<file path="config.mk">
export PLATFORM = sky130hd
export DESIGN_NAME = lper_out_q
export DESIGN_NICKNAME = d
export VERILOG_FILES = /design/src/hdl/lper_pkg.sv /design/src/hdl/lper_out_q.sv
export SDC_FILE = /design/constraint.sdc
export NUM_CORES = 1
export LEC_CHECK = 0
export ABC_AREA = 0
export BUFFER_PORTS_ARGS = -buffer_cell sky130_fd_sc_hd__buf_2
export CORE_AREA = 2 2 105 107
export CTS_CLUSTER_SIZE = 8
export DETAILED_ROUTE_END_ITERATION = 10
export DIE_AREA = 0 0 107 109
export PLACE_DENSITY = 0.75
export SLEW_MARGIN = 20
export SYNTH_ARGS = -nofsm -noshare
export SYNTH_HDL_FRONTEND = slang
export SYNTH_SLANG_ARGS = --single-unit
</file>
<file path="constraint.sdc">
create_clock -name clk -period 9.2 [get_ports clk]
set_input_delay 1.84 -clock clk [delete_from_list [all_inputs] [get_ports clk]]
set_output_delay 1.84 -clock clk [all_outputs]
set_load 0.05 [all_outputs]
</file>
<file path="src/hdl/lper_pkg.sv">
// ----------------------------------------------------------------------------
// lper_pkg
// shared types and constants of the length-prefixed event ring
// ----------------------------------------------------------------------------
package lper_pkg;

	localparam int unsigned BUF_WORDS_DEF = 4096;
	localparam int unsigned WORD_W        = 32;
	localparam int unsigned LEN_W         = 12;

	typedef enum logic [1:0] {
		CMD_PUSH  = 2'd0,
		CMD_POP   = 2'd1,
		CMD_CLEAR = 2'd2,
		CMD_NOP   = 2'd3
	} lper_cmd_t;

	typedef enum logic [1:0] {
		ST_OK      = 2'd0,
		ST_REFUSED = 2'd1,
		ST_EMPTY   = 2'd2,
		ST_BAD_LEN = 2'd3
	} lper_status_t;

	typedef enum logic [1:0] {
		FSM_IDLE     = 2'd0,
		FSM_PUSH_LEN = 2'd1,
		FSM_POP_WAIT = 2'd2
	} lper_state_t;

	typedef struct packed {
		lper_cmd_t          command;
		logic [WORD_W-1:0]  data_word;
		logic [LEN_W-1:0]   event_words;
		logic [WORD_W-1:0]  serial;
	} lper_req_t;

	typedef struct packed {
		lper_status_t       status;
		logic [WORD_W-1:0]  out_word;
		logic               last_word;
		logic [WORD_W-1:0]  event_count;
	} lper_rsp_t;

endpackage

</file>
<file path="src/hdl/lper_out_q.sv">
// ----------------------------------------------------------------------------
// lper_out_q
// two-entry result queue between the sequencer and the response channel
// ----------------------------------------------------------------------------
module lper_out_q (
	input  logic                clk,
	input  logic                arst_n,
	input  logic                push,
	input  lper_pkg::lper_rsp_t din,
	output logic                full,
	output logic                valid,
	input  logic                stall,
	output lper_pkg::lper_rsp_t dout
);
	import lper_pkg::*;

	lper_rsp_t  ent_q [2];
	logic       wr_ptr_q, rd_ptr_q;
	logic [1:0] cnt_q;
	logic       pop;

	assign valid = (cnt_q != 2'd0);
	assign full  = (cnt_q == 2'd2);
	assign pop   = valid && !stall;
	assign dout  = ent_q[rd_ptr_q];

	always_ff @(posedge clk or negedge arst_n) begin
		if (!arst_n) begin
			wr_ptr_q <= 1'b0;
			rd_ptr_q <= 1'b0;
			cnt_q    <= 2'd0;
		end else begin
			if (push) wr_ptr_q <= ~wr_ptr_q;
			if (pop) rd_ptr_q <= ~rd_ptr_q;
			cnt_q <= cnt_q + 2'(push) - 2'(pop);
		end
	end

	always_ff @(posedge clk) begin
		if (push) begin
			ent_q[wr_ptr_q] <= din;
		end
	end

endmodule

</file>
* After elaboration in Yosys (flattened, before gate mapping)
Memories as Yosys holds them, arrays and structs flattened.
Index checks and enable logic that the tools add are counted.
** Cells by class
- $add $sub $neg :: 2
- Eq/ne operators :: 1
- Multiplexer cells :: 2
- Bitwise logic cells :: 2
- Reduce and logical (&&, ||, !) cells :: 3
** Operators with widths (number)
- adder 2 x 1 -> 2 bit :: 1
- equality test 2 bit, second input constant :: 1
- 2-to-1 mux 1 bit :: 2
- inverter 1 bit :: 2
- nonzero test 2 bit :: 1
- subtractor 2 x 1 -> 2 bit :: 1
- logical AND 1 bit :: 1
- logical NOT 1 bit :: 1
** Storage, ports and cells
- Bits in registers :: 4
- RAM bits :: 134
- Output and inout port bits :: 69
- Logic and storage cells :: 14
- Memories kept :: 1
** Memories
- ent_q :: depth 2, width 67, read ports 1, clocked after Yosys merged registers in 0, write ports 1, RTL line lper_out_q.sv:17 : lper_rsp_t ent_q [2];

* Logic depth before layout (Yosys ltp)
- Depth in word-level cells :: 3
- Depth in mapped cells :: 7

* Worst setup path after synthesis
No wires, ideal clock.
- Kind :: input to register
- From :: input port push
- To :: memory ent_q[0][0] (netlist name) (enable)
- Library setup time :: 0.500 ns
- Arrival time :: 4.783 ns
- Setup slack :: 3.917 ns
- Stages :: 1
- Buffers on the path :: 0
- Cell sequence :: nor2b_1
** On the way
- Longest elaborated chain between the ends :: 2
** RTL lines
- from (decl) :: RTL line lper_out_q.sv:8 : input logic push,
- 2-to-1 mux 1 bit :: RTL line lper_out_q.sv:40 : if (push) begin
- 2-to-1 mux 1 bit (implied by the code) :: RTL line lper_out_q.sv:41 : ent_q[wr_ptr_q] <= din;
- to (decl) :: RTL line lper_out_q.sv:17
No other way between the ends.

==> flow_results.org <==
** GRT
- Antenna violations before repair :: 0
- Maximum number of pins on one net before global-route repair :: 69
- Number of global-route vias before repair :: 2603
- First-pass GRT wire length :: 12800 µm
- Remaining global-route overflow :: 0
- Global router's overall resource usage :: 0.150

** Clock tree
- Number of H-tree levels :: 4
- Clock transition at the registers of the reported paths :: 60 ps
- Clock Tree Buf Depth :: 2
- After clock tree synthesis, the flow added hold-fix buffers numbering 0.
- After clock tree synthesis, the repair step resized 0 gates.
- Clk Tree Root Cell :: sky130_fd_sc_hd__clkbuf_8
- At the later pin of the worst-skew pair, clock insertion delay measures 510 ps.
- Buffer count from post-CTS setup fixing :: 0
- Counting the buffers created by CTS gives 17.
- The tree built by TritonCTS fans out to 138 sinks.
- TritonCTS built the clock tree.

** Power and ir drop
- Switching Fraction :: 0.376
- For this design the ratio of total power to cell area is 387 nW/µm².
- Proportion of power drawn by combinational gates :: 0.350
- Power dissipated by switching net loads :: 0.959 mW
- Share of total power in sequential cells :: 0.366
- Internal portion of total power :: 1.59 mW
- Clock network fraction of total power :: 0.284
- Peak supply drop :: 310 µV
- For this design the static power due to leakage is 2.57 nW.

** Status
- Outcome :: finished clean

** Worst setup path
- Among all stages on the critical path, the largest delay is contributed by sky130_fd_sc_hd__dfrtp_4.
- Setup slack on the worst reg-to-reg path comes out at 7060 ps.
- The critical path goes through mux2_2 -> buf_2.
- Broken down by cell family, the worst path's largest delay share belongs to flip-flops.
- WP data required :: 7360 ps
- Delay of the slowest critical-path stage :: 1100 ps
- Worst Setup End Kind :: primary output
- The worst setup path is launched from a flip-flop.
- Arrival time of the worst setup path :: 2310 ps
- Crit path buf inv count :: 1
- In this run the worst path has a maximum fanout of 68.
- Critical path class :: flip-flop to primary output

** Detailed routing
- Initial DRC count :: 85
- Average vias per placed instance :: 4.81
- Detailed Routing Iterations Pass 1 :: 4
- In the routed design, unresolved DRC markers number 0.
- Routed wire length per instance :: 15.9 µm
- Routed vias :: 2553
- The count of nets left with antenna violations once routing finished came out at 0.
- Wires add up to 8450 µm.

** Placed design
- Once detailed placement completed, the half-perimeter wirelength came to 5200 µm.
- Routability-driven placement finished with a final weighted congestion of 0.698.
- Port buffer count :: 139

** Layout
- Leaving out fill and tap cells, the most frequent cells in the layout are sky130_fd_sc_hd__buf_2 (139), sky130_fd_sc_hd__edfxtp_1 (134), sky130_fd_sc_hd__mux2_2 (47), sky130_fd_sc_hd__mux2_4 (20), sky130_fd_sc_hd__clkbuf_16 (16).
- Final standard cell utilization of the core :: 0.622
- Leaving out fill and tap cells, the most frequent cell in the layout is sky130_fd_sc_hd__buf_2.
- Syn-to-layout area delta :: 28.5%
- The number of antenna diodes in the final layout is 0.
- Fin nets :: 451
- Fraction of final layout cells with drive strength greater than 1 :: 0.616

** Timing
- Final period utilization :: 0.451
- Setup repair after global routing left no endpoint under its margin.
- Min Clock Period, post-route :: 4150 ps
- At the pin with the least slew margin, the transition time is 1030 ps.
- Aggregate negative setup slack :: 0 ps
- Final Slew Violations :: 0
- Setup violations remaining at the end of the flow were counted as 0.
- Clock tree skew after final layout :: 6.55 ps
- Slew margin rel. :: 0.313
- Fmax :: 0.241 GHz
- Fin. Hold Viols :: 0

** Die
- Number of cell rows :: 38
- From bottom edge to top edge, the die measures 109 µm.
- Pin placement for this block handled 140 I/O pins.
- Die span in x :: 107 µm
- The core region is 10600 µm².
- Die area :: 11700 µm²
- Starting Density :: 0.484

** Synthesis
- Synth Flop Type :: sky130_fd_sc_hd__edfxtp_1
- Number of synthesized flops with an enable pin :: 134
- Gate count after technology mapping :: 227
- After synthesis the netlist holds a flip-flop and latch count of 138.
- Sorting the synthesized cells by area gives the leading types as sky130_fd_sc_hd__edfxtp_1 (78%), sky130_fd_sc_hd__mux2_2 (10%), sky130_fd_sc_hd__mux2_4 (5.9%).
- In this run the mean area of a mapped cell was 22.6 µm².
- Synthesis warning total :: 0
- Share of flip-flops with an asynchronous set or reset after synthesis :: 0.0290
- Counting every net in the synthesized netlist gives 300.
- The biggest area contributor in the post-synthesis netlist is sky130_fd_sc_hd__edfxtp_1.
- Synthesized cell area :: 5130 µm²
- The share of the Yosys chip area taken by registers is 0.804.
- Synth cell types :: 15
- Share of the synthesized area in the top cell type :: 0.784

** Min path
- Min-Delay Path Class :: flip-flop to flip-flop

** Flow run
- Max-capacitance violation count :: 0
==> sequential cells by signal, summed over array words and instances, names as in the netlist <==
signal / count
cnt_q: 2
rd_ptr_q: 1
wr_ptr_q: 1
ent_q: 134
==> routing by layer <==
layer,track usage,vias up,share of wire
met1,0.180,1243,0.40
met2,0.240,98,0.51
met3,0.0544,12,0.073
li1,-,1200,-
met5,0,-,0
met4,0.0779,0,0.014
==> final timing paths <==
kind	cells after the start	start	end
min	1	wr_ptr_q$_DFFE_PN0P_	wr_ptr_q$_DFFE_PN0P_
max in group asynchronous	1	arst_n	rd_ptr_q$_DFFE_PN0P_
min reg2reg	1	wr_ptr_q$_DFFE_PN0P_	wr_ptr_q$_DFFE_PN0P_
max reg2reg	2	wr_ptr_q$_DFFE_PN0P_	ent_q[0][15]$_DFFE_PP_
min in group asynchronous	1	arst_n	wr_ptr_q$_DFFE_PN0P_
max	2	rd_ptr_q$_DFFE_PN0P_	dout[32]
==> worst register-to-register path, stage by stage (launching register included) <==
cell and delay [ps]:
sky130_fd_sc_hd__dfrtp_1 420, sky130_fd_sc_hd__nor2b_4 740, sky130_fd_sc_hd__buf_4 580
==> per-stage QoR <==
step	setup slack, ps	hold slack, ps	std cells	total power [mW]	instance area, µm²
3_5_place_dp	5440	533	499	1.85	5950
6_report	5050	546	531	2.55	6590
4_1_cts	5010	545	531	2.58	6590
5_1_grt	4960	588	531	2.65	6590
2_1_floorplan	3920	455	227	1.69	5130
3_3_place_gp	5470	529	499	1.84	5950
==> cell type report <==
| class | count | area (µm²) |
|---|---|---|
| Sequential cell | 138 | 4130 |
| Fill cell | 768 | 4010 |
| Multi-Input combinational cell | 78 | 932 |
| Timing Repair Buffer | 140 | 703 |
| Clock buffer | 21 | 449 |
| Clock inverter | 11 | 193 |
| Tap cell | 140 | 175 |
| Inverter | 3 | 11.3 |
==> cells by family (layout without fill, tap and decap cells) <==
logic type | Yosys count | after routing | share of synthesized area
xor gates and xnor gates | 4 | 4 | 0.00683
adders and majority gates | 2 | 2 | 0.00488
and+or+nand+nor | 4 | 4 | 0.00488
buffers and inverters | 11 | 175 | 0.0163
muxes | 67 | 67 | 0.162
AOI/OAI and AO/OA | 1 | 1 | 0.00146
DFF | 138 | 138 | 0.804
==> power groups by stage <==
stage               combinational, mW  sequential (mW)  clock, mW
floorplan                       0.806            0.879          0
global placement                0.897            0.942          0
detailed placement              0.903            0.950          0
CTS                             0.905            0.938      0.737
global route                    0.937            0.950      0.764
finish                          0.893            0.934      0.725
==> synthesized netlist by cell type (2+ instances only) <==
| cell | instances |
|---|---|
| sky130_fd_sc_hd__xnor2_1 | 3 |
| sky130_fd_sc_hd__buf_6 | 2 |
| sky130_fd_sc_hd__inv_1 | 3 |
| sky130_fd_sc_hd__mux2_4 | 20 |
| sky130_fd_sc_hd__buf_2 | 4 |
| sky130_fd_sc_hd__edfxtp_1 | 134 |
| sky130_fd_sc_hd__nor2b_1 | 2 |
| sky130_fd_sc_hd__dfrtp_1 | 4 |
| sky130_fd_sc_hd__mux2_2 | 47 |
| sky130_fd_sc_hd__buf_8 | 2 |
| sky130_fd_sc_hd__ha_1 | 2 |
(Power assumes the default switching activity.)
