**src/hdl/lper_pkg.sv**
```systemverilog
// ----------------------------------------------------------------------------
// lper_pkg
// shared types and constants of the length-prefixed event ring
// ----------------------------------------------------------------------------
package lper_pkg;

	localparam int unsigned BUF_WORDS_DEF = 4096;
	localparam int unsigned WORD_W        = 32;
	localparam int unsigned LEN_W         = 12;

	typedef enum logic [1:0] {
		CMD_PUSH  = 2'd0,
		CMD_POP   = 2'd1,
		CMD_CLEAR = 2'd2,
		CMD_NOP   = 2'd3
	} lper_cmd_t;

	typedef enum logic [1:0] {
		ST_OK      = 2'd0,
		ST_REFUSED = 2'd1,
		ST_EMPTY   = 2'd2,
		ST_BAD_LEN = 2'd3
	} lper_status_t;

	typedef enum logic [1:0] {
		FSM_IDLE     = 2'd0,
		FSM_PUSH_LEN = 2'd1,
		FSM_POP_WAIT = 2'd2
	} lper_state_t;

	typedef struct packed {
		lper_cmd_t          command;
		logic [WORD_W-1:0]  data_word;
		logic [LEN_W-1:0]   event_words;
		logic [WORD_W-1:0]  serial;
	} lper_req_t;

	typedef struct packed {
		lper_status_t       status;
		logic [WORD_W-1:0]  out_word;
		logic               last_word;
		logic [WORD_W-1:0]  event_count;
	} lper_rsp_t;

endpackage

```
**src/hdl/lper_ctrl.sv**
```systemverilog
// ----------------------------------------------------------------------------
// lper_ctrl
// command sequencer: admission checks, ring pointers, counters, memory access
// ----------------------------------------------------------------------------
module lper_ctrl #(
	parameter int unsigned BUF_WORDS = lper_pkg::BUF_WORDS_DEF,
	parameter int unsigned AW        = $clog2(BUF_WORDS)
) (
	input  logic                        clk,
	input  logic                        arst_n,
	input  logic                        req_valid,
	output logic                        req_stall,
	input  lper_pkg::lper_req_t         req,
	input  logic                        q_full,
	output logic                        res_valid,
	output lper_pkg::lper_rsp_t         res,
	output logic                        wr_en,
	output logic [AW-1:0]               wr_addr,
	output logic [lper_pkg::WORD_W-1:0] wr_data,
	output logic                        rd_en,
	output logic [AW-1:0]               rd_addr_a,
	output logic [AW-1:0]               rd_addr_b,
	input  logic [lper_pkg::WORD_W-1:0] rd_data_a,
	input  logic [lper_pkg::WORD_W-1:0] rd_data_b
);
	import lper_pkg::*;

	localparam int unsigned SW = ((AW > LEN_W) ? AW : LEN_W) + 2;
	localparam logic [63:0] WRAP_REM = (64'd1 << 32) % 64'(BUF_WORDS);
	localparam logic [SW-1:0] BUF_SW = SW'(BUF_WORDS);
	localparam logic [SW-1:0] WRAP_ADJ = SW'(64'(BUF_WORDS) - WRAP_REM);

	lper_state_t state_q, state_d;

	logic [WORD_W-1:0] win_q, win_d, wout_q, wout_d;
	logic [WORD_W-1:0] evin_q, evin_d, evout_q, evout_d;
	logic [AW-1:0]     in_idx_q, in_idx_d, out_idx_q, out_idx_d;
	logic [LEN_W-1:0]  push_rem_q, push_rem_d, push_off_q, push_off_d;
	logic [LEN_W-1:0]  pop_rem_q, pop_rem_d, pop_off_q, pop_off_d;
	logic [LEN_W-1:0]  len_q, len_d;
	logic [AW-1:0]     len_addr_q, len_addr_d;

	logic              accept;
	logic [LEN_W:0]    n1;
	logic [WORD_W-1:0] used;
	logic              bad_len, ser_ok, fits;
	logic [LEN_W-1:0]  off_new, rem_new, pn;
	logic [LEN_W:0]    k;
	logic [WORD_W:0]   sum;

	function automatic logic [AW-1:0] ring_pos(input logic [AW-1:0] base,
	                                            input logic [LEN_W-1:0] off);
		logic [SW-1:0] t;
		t = SW'(base) + SW'(off);
		if (t >= BUF_SW) t = t - BUF_SW;
		return t[AW-1:0];
	endfunction

	// advance a ring index by k words, correcting for the 32-bit counter wrap
	function automatic logic [AW-1:0] adv_idx(input logic [AW-1:0] idx,
	                                           input logic [LEN_W:0] step,
	                                           input logic carry);
		logic [SW-1:0] t;
		t = SW'(idx) + SW'(step) + (carry ? WRAP_ADJ : '0);
		if (t >= BUF_SW) t = t - BUF_SW;
		if (t >= BUF_SW) t = t - BUF_SW;
		return t[AW-1:0];
	endfunction

	always_ff @(posedge clk or negedge arst_n) begin
		if (!arst_n) begin
			state_q    <= FSM_IDLE;
			win_q      <= '0;
			wout_q     <= '0;
			evin_q     <= '0;
			evout_q    <= '0;
			in_idx_q   <= '0;
			out_idx_q  <= '0;
			push_rem_q <= '0;
			push_off_q <= '0;
			pop_rem_q  <= '0;
			pop_off_q  <= '0;
		end else begin
			state_q    <= state_d;
			win_q      <= win_d;
			wout_q     <= wout_d;
			evin_q     <= evin_d;
			evout_q    <= evout_d;
			in_idx_q   <= in_idx_d;
			out_idx_q  <= out_idx_d;
			push_rem_q <= push_rem_d;
			push_off_q <= push_off_d;
			pop_rem_q  <= pop_rem_d;
			pop_off_q  <= pop_off_d;
		end
	end

	always_ff @(posedge clk) begin
		len_q      <= len_d;
		len_addr_q <= len_addr_d;
	end

	assign n1      = {1'b0, req.event_words} + (LEN_W+1)'(1);
	assign used    = win_q - wout_q;
	assign bad_len = (req.event_words == '0) || (32'(n1) >= 32'(BUF_WORDS));
	assign ser_ok  = (req.serial == '0) || ((req.serial - 32'd1) == evin_q);
	assign fits    = used < (32'(BUF_WORDS) - 32'(n1));

	assign req_stall = (state_q != FSM_IDLE) || q_full;
	assign accept    = req_valid && !req_stall;
	assign rd_addr_a = out_idx_q;
	assign rd_addr_b = ring_pos(out_idx_q, pop_off_q + LEN_W'(1));

	always_comb begin
		state_d    = state_q;
		win_d      = win_q;
		wout_d     = wout_q;
		evin_d     = evin_q;
		evout_d    = evout_q;
		in_idx_d   = in_idx_q;
		out_idx_d  = out_idx_q;
		push_rem_d = push_rem_q;
		push_off_d = push_off_q;
		pop_rem_d  = pop_rem_q;
		pop_off_d  = pop_off_q;
		len_d      = len_q;
		len_addr_d = len_addr_q;
		res_valid  = 1'b0;
		res        = '0;
		wr_en      = 1'b0;
		wr_addr    = in_idx_q;
		wr_data    = req.data_word;
		rd_en      = 1'b0;
		off_new    = '0;
		rem_new    = '0;
		pn         = '0;
		k          = '0;
		sum        = '0;

		case (state_q)
			FSM_IDLE: begin
				if (accept) begin
					res_valid = 1'b1;
					case (req.command)
						CMD_PUSH: begin
							res.event_count = evin_q;
							if (push_rem_q == '0 && bad_len) begin
								res.status = ST_BAD_LEN;
							end else if (push_rem_q == '0 && (!ser_ok || !fits)) begin
								res.status = ST_REFUSED;
							end else begin
								wr_en = 1'b1;
								if (push_rem_q == '0) begin
									// length word goes in on the following cycle
									wr_addr    = ring_pos(in_idx_q, LEN_W'(1));
									len_d      = req.event_words;
									len_addr_d = in_idx_q;
									state_d    = FSM_PUSH_LEN;
									off_new    = LEN_W'(1);
									rem_new    = req.event_words - LEN_W'(1);
								end else begin
									off_new = push_off_q + LEN_W'(1);
									wr_addr = ring_pos(in_idx_q, off_new);
									rem_new = push_rem_q - LEN_W'(1);
								end
								push_off_d = off_new;
								push_rem_d = rem_new;
								if (rem_new == '0) begin
									k               = {1'b0, off_new} + (LEN_W+1)'(1);
									sum             = {1'b0, win_q} + (WORD_W+1)'(k);
									win_d           = sum[WORD_W-1:0];
									in_idx_d        = adv_idx(in_idx_q, k, sum[WORD_W]);
									evin_d          = evin_q + 32'd1;
									push_off_d      = '0;
									res.last_word   = 1'b1;
									res.event_count = evin_q + 32'd1;
								end
							end
						end
						CMD_POP: begin
							if (pop_rem_q == '0 && win_q == wout_q) begin
								res.status      = ST_EMPTY;
								res.event_count = evout_q;
							end else begin
								res_valid = 1'b0;
								rd_en     = 1'b1;
								state_d   = FSM_POP_WAIT;
							end
						end
						CMD_CLEAR: begin
							win_d      = '0;
							wout_d     = '0;
							evin_d     = '0;
							evout_d    = '0;
							in_idx_d   = '0;
							out_idx_d  = '0;
							push_rem_d = '0;
							push_off_d = '0;
							pop_rem_d  = '0;
							pop_off_d  = '0;
						end
						default: begin
						end
					endcase
				end
			end
			FSM_PUSH_LEN: begin
				wr_en   = 1'b1;
				wr_addr = len_addr_q;
				wr_data = WORD_W'(len_q);
				state_d = FSM_IDLE;
			end
			FSM_POP_WAIT: begin
				res_valid    = 1'b1;
				res.out_word = rd_data_b;
				if (pop_rem_q == '0) begin
					pn      = (rd_data_a[LEN_W-1:0] == '0) ? LEN_W'(1) : rd_data_a[LEN_W-1:0];
					off_new = LEN_W'(1);
					rem_new = pn - LEN_W'(1);
				end else begin
					off_new = pop_off_q + LEN_W'(1);
					rem_new = pop_rem_q - LEN_W'(1);
				end
				pop_off_d       = off_new;
				pop_rem_d       = rem_new;
				res.event_count = evout_q;
				if (rem_new == '0) begin
					k               = {1'b0, off_new} + (LEN_W+1)'(1);
					sum             = {1'b0, wout_q} + (WORD_W+1)'(k);
					wout_d          = sum[WORD_W-1:0];
					out_idx_d       = adv_idx(out_idx_q, k, sum[WORD_W]);
					evout_d         = evout_q + 32'd1;
					pop_off_d       = '0;
					res.last_word   = 1'b1;
					res.event_count = evout_q + 32'd1;
				end
				state_d = FSM_IDLE;
			end
			default: begin
				state_d = FSM_IDLE;
			end
		endcase
	end

endmodule

```
**config.mk**
```make
export PLATFORM = sky130hd
export DESIGN_NAME = lper_ctrl
export DESIGN_NICKNAME = d
export VERILOG_FILES = /design/src/hdl/lper_pkg.sv /design/src/hdl/lper_ctrl.sv
export SDC_FILE = /design/constraint.sdc
export NUM_CORES = 1
export LEC_CHECK = 0
export BUFFER_PORTS_ARGS = -buffer_cell sky130_fd_sc_hd__buf_4
export CORE_ASPECT_RATIO = 1.25
export CORE_MARGIN = 2
export CORE_UTILIZATION = 60
export DETAILED_ROUTE_END_ITERATION = 16
export GPL_ROUTABILITY_DRIVEN = 0
export PLACE_DENSITY_LB_ADDON = 0.08
export SLEW_MARGIN = 0
export SYNTH_ARGS = -nofsm -noshare
export SYNTH_HDL_FRONTEND = slang
export SYNTH_SLANG_ARGS = --single-unit
```
**constraint.sdc**
```tcl
create_clock -name clk -period 9.3 [get_ports clk]
set_input_delay 0.93 -clock clk [delete_from_list [all_inputs] [get_ports clk]]
set_output_delay 0.93 -clock clk [all_outputs]
set_load 0.1 [all_outputs]
```
## Word level (Yosys, flattened, before mapping)

Index checks and enable logic that the tools add are counted.

- Logic and storage cells: 209
- Register bits: 226
- Input bits: 146
- Output and inout port bits: 139

- Equality and inequality tests: 17
- $add $sub $neg: 30
- Muxes and demuxes: 109
- Reduce and logical (&&, ||, !) cells: 29
- Order comparisons: 9
- Bitwise gates (word level): 2

Operators by type and width:

| operator | count |
|---|---|
| 2-to-1 mux 12 bit | 39 |
| 2-to-1 mux 32 bit | 13 |
| case mux 32 bit (2 select lines) | 5 |
| case mux 12 bit (2 select lines) | 7 |
| 2-to-1 mux 33 bit | 5 |
| 2-to-1 mux 14 bit | 10 |
| subtractor 12 x 1 -> 12 bit (second input constant) | 9 |
| logical NOT 12 bit | 6 |
| adder 32 x 13 -> 33 bit | 2 |
| case mux 33 bit (2 select lines) | 1 |
| adder 32 x 1 -> 32 bit (second input constant) | 2 |
| equality test 32 bit | 2 |
| >= comparator 14 x 13 -> 1 bit (second input constant) | 4 |
| adder 12 x 1 -> 13 bit (second input constant) | 4 |
| >= comparator 13 bit (second input constant) | 4 |
| logical NOT 32 bit | 1 |
| less-than comparator 32 bit | 1 |
| subtractor 32 x 1 -> 32 bit (second input constant) | 1 |
| subtractor 32 bit | 1 |
| adder 12 x 13 -> 14 bit | 2 |
| adder 14 x 13 -> 14 bit | 2 |
| subtractor 14 x 13 -> 14 bit (second input constant) | 2 |
| adder 12 x 12 -> 13 bit | 2 |
| 2-to-1 mux 13 bit | 2 |
| 22 further kinds | 69 |

## Longest topological paths before layout

Gate-level depths: netlist of run 1.

- Depth in word-level cells: 29
- Depth in mapped cells: 27
- Depth with buffers taken out: 25

## Worst setup path after synthesis of run 1

OpenSTA, ideal clock, no wires.

- Kind: input to output
- From: in req[32] in the netlist's numbering
- To: out wr_addr[1]
- Cell stages on the path: 22
- Slack: -0.094 ns
- Data arrival time: 8.464 ns
- Data required time: 8.370 ns
- Cells stage by stage: ha_1 buf_2 xor2_1 or3_1 a31oi_1 nand2_1 nor2_1 xnor2_1 ha_1 a211oi_1 o21ai_0 a2111oi_0 o31ai_1 maj3_1 a21oi_1 nor3_1 a211o_1 a41oi_1 buf_2 nand2_1 a21oi_1 a2bb2oi_1

- Cells in the longest elaborated chain, start to end: 11
- Elaborated cells between the ends (all ways): 15
- Classes of those cells: add/sub: 2; order compare: 2; mux: 5; reduce/logical: 6

Ends and longest elaborated chain:

| what | RTL line | text |
|---|---|---|
| start, declared | lper_ctrl.sv:13 | `input lper_pkg::lper_req_t req,` |
| adder 12 x 1 -> 13 bit | lper_ctrl.sv:103 | `assign n1 = {1'b0, req.event_words} + (LEN_W+1)'(1);` |
| subtractor 13 x 13 -> 14 bit | lper_ctrl.sv:107 | `assign fits = used < (32'(BUF_WORDS) - 32'(n1));` |
| less-than comparator 32 bit | lper_ctrl.sv:107 |  |
| logical NOT 1 bit | lper_ctrl.sv:149 | `end else if (push_rem_q == '0 && (!ser_ok \|\| !fits)) begin` |
| logical OR 1 bit | lper_ctrl.sv:149 |  |
| logical AND 1 bit | lper_ctrl.sv:149 |  |
| 2-to-1 mux 12 bit | lper_ctrl.sv:149 |  |
| 2-to-1 mux 12 bit (*) | lper_ctrl.sv:147 | `if (push_rem_q == '0 && bad_len) begin` |
| 2-to-1 mux 12 bit (*) | lper_ctrl.sv:144 | `case (req.command)` |
| 2-to-1 mux 12 bit (*) | lper_ctrl.sv:142 | `if (accept) begin` |
| case mux 12 bit (2 select lines) (*) | lper_ctrl.sv:140 | `case (state_q)` |
| end, declared | lper_ctrl.sv:18 | `output logic [AW-1:0] wr_addr,` |

Mark *: on every way between the ends. The rest lies on a longest branch, timed or not.

==> results.json, run 1 <==
{
  "p_seq_frac": 0.230,
  "grt_pass1_wl_um": 99200,
  "cts_buffers": 26,
  "routed_via_density": 6.32,
  "power.switching_mw": 2.47,
  "hold_viol": 0,
  "num_vias": 20800,
  "clockBufferDepth": 3,
  "seq_area_frac_synth": 0.276,
  "detail_route.wl_per_cell_um": 19.0,
  "gr-total-overflow": 0,
  "setup_slack_ns": 0.861,
  "boundaryPins": 285,
  "finalSetupViolations": 0,
  "start_kind": "flip-flop",
  "p_sw_frac": 0.457,
  "critical-path-top-delay-family": "compound AO/OA/AOI/OAI gates",
  "critPathCaptureType": "primary output",
  "num_rows": 76,
  "instances_no_fill": 3293,
  "r2r_cells": 25,
  "cts.sinks": 226,
  "ys_ff_latch": 226,
  "cts_tree": "built",
  "clock-root-buffer": "clkbuf_16",
  "cts_hold_buf": 0,
  "fin_crit_ns": 8.44,
  "hold_ws_ns": 0.355,
  "synth-edff-count": 24,
  "yosys_warnings": 0,
  "setup_tns_ns": 0,
  "worst-setup-path-type": "reg2out",
  "holdCritPathClass": "in2async",
  "arrival_ns": 7.51,
  "combPwrFrac": 0.566,
  "die_h_um": 213,
  "skew_ns": 0.0114,
  "path_common_cell": "a21oi_1",
  "die_x_um": 171,
  "postCtsSetupRepairBufs": 0,
  "critPathMaxFanout": 21,
  "syn_inst": 2627,
  "synth_ff_type": "dfrtp_1",
  "r2r_end": "len_addr_q[5]",
  "dr.pass1.iters": 6,
  "min_period_over_period": 0.907,
  "start_util": 0.607,
  "layout-drive-gt1-share": 0.144,
  "diodes": 0,
  "async_reset_ff_frac": 0.894,
  "antenna_found_initial": 0,
  "cts_resized": 0,
  "drv_cap": 0,
  "dp.cells": 3245,
  "die-area_um2": 36400,
  "hpwl_um": 46100,
  "grt_setup_unrepaired": "no",
  "grt_pass1_vias": 20000,
  "pwr-share-clk": 0.203,
  "insertion_delay_ns": 0.56,
  "synthesis.nets": 2920,
  "p_per_area_nw_per_um2": 225,
  "dr.first_iter.drc_count": 1486,
  "intPower_mw": 2.94,
  "tightest_slew_ns": 1.05,
  "area_delta_synth_final_pct": 15.2,
  "power_mw": 5.41,
  "static-leakage-power_nw": 11.2,
  "nets": 3098,
  "clk_pin_slew_worst_paths_ns": 0.06,
  "cts.htree.levels": 1,
  "place_ws_ns": 1.44,
  "ir_drop_mv": 0.205,
  "critPathRequiredTime_ns": 8.37,
  "grt_max_degree": 96,
  "finalWirelength_um": 62700,
  "r2r_start": "wout_q[0]",
  "synth_cell_types": 85,
  "drc": 0,
  "cp_num_buf_inv": 3,
  "slew_viol_final": 0,
  "fmax_ghz": 0.118,
  "r2r_setup_slack_ns": 1.63,
  "syn_area_per_cell_um2": 7.96,
  "ant_nets": 0,
  "port_buffers": 264,
  "core-area_um2": 34400,
  "syn_area_um2": 20900,
  "status": "finished, final reports clean",
  "grtUsageTotal": 0.334,
  "max-slew-margin-rel": 0.298,
  "crit_slowest_cell": "nor3_4",
  "max_stage_delay_ns": 0.80
}
-- power groups by stage --
stage / Clock, mW / Sequential (mW) / Combinational [mW]
4_1_cts: 1.11 / 1.24 / 3.03
5_1_grt: 1.15 / 1.26 / 3.37
2_1_floorplan: 0 / 1.22 / 2.36
6_report: 1.10 / 1.25 / 3.07
3_3_place_gp: 0 / 1.25 / 2.92
3_5_place_dp: 0 / 1.26 / 3.01
-- cell families (layout without fill, tap and decap cells) --
logic type | Yosys count | in the layout | share of synthesized area
simple gates | 995 | 995 | 0.246
xor+xnor | 238 | 238 | 0.0997
buf+inv | 259 | 457 | 0.0479
fa+ha+maj | 148 | 148 | 0.0910
mux | 44 | 44 | 0.0227
flops | 226 | 226 | 0.276
compound gates | 717 | 717 | 0.216
-- how the worst max path moves through the flow --
stage / startpoint / endpoint / slack [ns] / cells past startpoint
after floorplan: req[32] / wr_addr[1] / 0.58 / 22
after global placement: req[32] / res[1] / 1.53 / 23
after detailed placement: req[32] / res[1] / 1.44 / 23
after CTS: wout_q[0] / wr_addr[1] / 1.01 / 25
after global routing: wout_q[0] / wr_addr[2] / 0.32 / 25
final: wout_q[0] / res[6] / 0.86 / 26
-- worst register-to-register path, cell delays in order (launching register included) --
cell       delay (ns)
dfrtp_1          0.47
ha_1             0.22
inv_1            0.05
fa_1             0.42
a211oi_1         0.30
o211ai_1         0.16
nand3b_1         0.17
o2111ai_1        0.23
a21oi_1          0.40
o21bai_1         0.11
a21oi_1          0.24
o21ai_0          0.13
a21o_1           0.19
a21oi_1          0.17
xnor2_1          0.14
ha_1             0.27
a21o_1           0.16
a21oi_1          0.16
o211ai_1         0.22
nor4_1           0.42
nor3_1           0.24
nor3_1           0.65
nand2_1          0.50
buf_4            0.34
nor2_2           0.63
buf_4            0.37
-- per-layer routing --
layer  vias to the layer above  wire, µm  track usage
met5                         -         0            0
li1                       9887         -            -
met3                       173      3820       0.0400
met1                      9994     24800        0.399
met4                         0      2740        0.154
met2                       772     31200        0.598
-- Yosys cell counts (72+ instances only) --
cell type | count | area, µm²
xor2_1 | 83 | 727
o21ai_0 | 228 | 1140
clkbuf_1 | 113 | 424
a21oi_1 | 163 | 816
a21o_1 | 77 | 578
and3_1 | 107 | 669
dfrtp_1 | 202 | 5050
xnor2_1 | 155 | 1360
nand3_1 | 126 | 631
nor2_1 | 183 | 687
ha_1 | 140 | 1750
nor3_1 | 72 | 360
nand2_1 | 235 | 882
inv_1 | 121 | 454
-- per-stage QoR --
| step | cell area [µm²] | util |
|---|---|---|
| 2_1_floorplan | 20900 | - |
| 3_3_place_gp | 23200 | 0.673 |
| 3_5_place_dp | 23200 | 0.673 |
| 4_1_cts | 24100 | 0.699 |
| 5_1_grt | 24100 | 0.699 |
| 6_report | 24100 | 0.699 |
-- state kept, by name (all words and copies together) (netlist names), 32 cells and up --
register  count
wout_q       32
win_q        32
evin_q       32
evout_q      32
-- area by class of cell --
type | count | area (µm²)
clock inverter | 11 | 114
sequential | 226 | 5780
timing repair buffer | 288 | 2170
fill | 2887 | 10400
multi-input combinational | 2142 | 14200
tap | 468 | 586
clock buffer | 37 | 795
inverter | 121 | 454
-- cell usage in the layout, fill, tap and decap left out, drive strengths merged, types with 36 or more instances in the layout --
cell    count
a21o       77
a21oi     163
and3      107
buf       287
clkbuf     38
dfrtp     202
ha        140
inv       122
nand2     235
nand3     126
nor2      185
nor3       75
o21ai     230
or3        36
xnor2     155
xor2       83
No activity file was read; power rests on OpenSTA's default activity.
==> run 2: changes to the inputs <==
- ABC_AREA: default -> 1
==> run 2 against run 1 <==
Via count increased by 15%. Die area increased by 9.4%. Core utilization decreased by 1.3 points. Sequential power increased by 9%. First-iteration DRC count increased by 21%. Clock-buffer cell count decreased by 4. Worst setup slack improved by 1.2 ns. Worst hold slack improved by 0.022 ns. Power increased by 17%. Fmax increased by 17%. Non-clock buffer count decreased by 10. Critical path type unchanged. Largest cell class unchanged.
==> results.json, run 2 <==
{
  "status": "finished, final reports clean",
  "hpwl_um": 51100,
  "grt_pass1_wl_um": 107000,
  "finalWirelength_um": 66900,
  "hold_viol": 0,
  "yosys_warnings": 0,
  "critPathCaptureType": "primary output",
  "synth_area_leader_cell": "dfrtp_1",
  "seq_area_frac_synth": 0.252,
  "boundaryPins": 285,
  "multi_input_area_um2": 14700,
  "critPathRequiredTime_ns": 8.37,
  "start_kind": "flip-flop",
  "mostFrequentLayoutCell": "nand2_1",
  "synth_area_leaders": "dfrtp_1 22%, nand2_1 14%, inv_1 8.1%, ha_1 7.6%, xor2_1 7.5%",
  "arrival_ns": 6.31,
  "num_vias": 23900,
  "area_delta_synth_final_pct": 13.6,
  "antenna_found_initial": 0,
  "clockBufferDepth": 3,
  "power.switching_mw": 3.17,
  "min_period_over_period": 0.779,
  "grt_pass1_vias": 22400,
  "grt_setup_unrepaired": "no",
  "r2r_cells": 30,
  "detail_route.wl_per_cell_um": 15.8,
  "r2r_start": "wout_q[2]",
  "synth_ff_type": "dfrtp_1",
  "die-area_um2": 39800,
  "drc": 0,
  "grt_max_degree": 87,
  "postPlaceCellArea_um2": 25100,
  "synthesis.nets": 3810,
  "setup_slack_ns": 2.06,
  "worst-setup-path-type": "reg2out",
  "cts_buffers": 26,
  "synthTopCellsByCount": "867 x nand2_1, 495 x inv_1, 417 x nor2_1, 202 x dfrtp_1, 196 x xor2_1",
  "fin_util": 0.686,
  "yosysMostFrequentCell": "nand2_1",
  "routed_via_density": 5.65,
  "clk_pin_slew_worst_paths_ns": 0.06,
  "max_stage_delay_ns": 0.43,
  "ir_drop_mv": 0.177,
  "crit_path_start": "wout_q[2]",
  "combPwrFrac": 0.610,
  "drv_cap": 0,
  "intPower_mw": 3.17,
  "syn_area_per_cell_um2": 6.52,
  "cp-endpoint": "res[31]",
  "synthMuxAreaShare": 0,
  "p_seq_frac": 0.215,
  "ant_nets": 0,
  "clock-root-buffer": "clkbuf_16",
  "finalSetupViolations": 0,
  "core-area_um2": 37900,
  "seq_area_um2": 5780,
  "path_common_cell": "nand2_1",
  "crit_slowest_cell": "nand3_4",
  "synth_xor_area_frac": 0.104,
  "critPathMaxFanout": 38,
  "dr.pass1.iters": 6,
  "cts.htree.levels": 1,
  "fin_crit_ns": 7.24,
  "die_h_um": 222,
  "cts.sinks": 226,
  "insertion_delay_ns": 0.56,
  "grtUsageTotal": 0.328,
  "synth_cell_types": 59,
  "synth_compound_area_frac": 0.124,
  "cts_tree": "built",
  "die_x_um": 179,
  "pwr-share-clk": 0.175,
  "nets": 4014,
  "ys_ff_latch": 226,
  "diodes": 0,
  "syn_inst": 3517,
  "slew_viol_final": 0,
  "gr-total-overflow": 0,
  "max-slew-margin-rel": 0.224,
  "synth_top_area_share": 0.221,
  "final_cell_mix": "866 x nand2_1, 495 x inv_1, 413 x nor2_1, 277 x buf_4, 202 x dfrtp_1",
  "r2r_setup_slack_ns": 2.77,
  "dr.first_iter.drc_count": 1791,
  "skew_ns": 0.0177,
  "synth-edff-count": 24,
  "cts_hold_buf": 0,
  "static-leakage-power_nw": 12.7,
  "layout-drive-gt1-share": 0.121,
  "p_sw_frac": 0.500,
  "place_ws_ns": 2.58,
  "syn_area_um2": 22900,
  "tightest_slew_ns": 1.16,
  "fmax_ghz": 0.138,
  "design_area_um2": 26000,
  "num_rows": 80,
  "synthAdderAreaFrac": 0.0826,
  "cts_resized": 0,
  "p_per_area_nw_per_um2": 243,
  "r2r_end": "evin_q[0]",
  "fillerInstances": 3341,
  "start_util": 0.604,
  "setup_tns_ns": 0,
  "synth_top_family_by_area": "simple AND/OR/NAND/NOR gates",
  "holdCritPathClass": "in2async",
  "postCtsSetupRepairBufs": 0,
  "port_buffers": 264,
  "async_reset_ff_frac": 0.894,
  "yosys.area_share.simple": 0.330
}
## run 2: cell types whose count changed in the layout (fill, tap and decap cells not counted), sizes merged, moves of 97 or more
cell   change
nand2    +662
inv      +392
xnor2     -97
nor2     +240
xor2     +114
and3     -106
## run 2: cell type report
cell class / instances / share of cell area
clock buffers: 33 / 0.0284
clock inverters: 13 / 0.00673
inverters: 517 / 0.0745
multi-input cells: 2672 / 0.564
flip-flops and latches: 226 / 0.222
well taps: 492 / 0.0236
repair buffers: 278 / 0.0804
## run 2: kinds of logic (layout without fill, tap and decap cells)
logic type,after synthesis,count (layout)
buffers and inverters,619,841
AOI/OAI and AO/OA,503,503
DFF,226,226
adders and majority gates,147,147
and+or+nand+nor,1761,1761
xor gates and xnor gates,261,261
## run 2: worst min-delay path by stage
stage	start	end	slack (ns)	cells past startpoint
finish	arst_n	push_rem_q[0]	0.38	1
global route	arst_n	push_rem_q[1]	0.43	1
global placement	wout_q[29]	wout_q[29]	0.47	2
CTS	arst_n	in_idx_q[2]	0.40	1
detailed placement	wout_q[29]	wout_q[29]	0.49	2
floorplan	wout_q[26]	wout_q[26]	0.46	2
## run 2: critical path: cells and delay by family (launching register included)
kind | cells | cell delay, ns
XOR/XNOR | 1 | 0.15
AND/OR/NAND/NOR | 20 | 2.83
AO/OA/AOI/OAI | 4 | 0.89
flip-flops | 1 | 0.39
adder cells (fa/ha/maj) | 2 | 0.66
buffers and inverters | 3 | 0.82
## run 2: routing by layer
metal,wire length [µm],global-route usage,part of all wire,vias to the layer above
li1,-,-,-,11800
met1,27200,0.416,0.41,11000
met2,32400,0.563,0.48,992
met3,4600,0.0373,0.069,158
met4,2660,0.132,0.040,0
met5,0,0,0,-
## run 2: power groups by stage
stage          combinational, mW  clock [mW]  sequential [mW]
2_1_floorplan               3.01           0             1.30
3_3_place_gp                3.65           0             1.37
3_5_place_dp                3.79           0             1.37
4_1_cts                     3.82        1.12             1.35
5_1_grt                     4.31        1.16             1.38
6_report                    3.87        1.11             1.36
## run 2: stage by stage
step / power, mW / hold slack, ns / instances
final: 6.34 / 0.376 / 4231
after global routing: 6.85 / 0.432 / 4231
after CTS: 6.30 / 0.397 / 4231
after detailed placement: 5.16 / 0.489 / 4185
after global placement: 5.02 / 0.474 / 4185
after floorplan: 4.30 / 0.459 / 3517
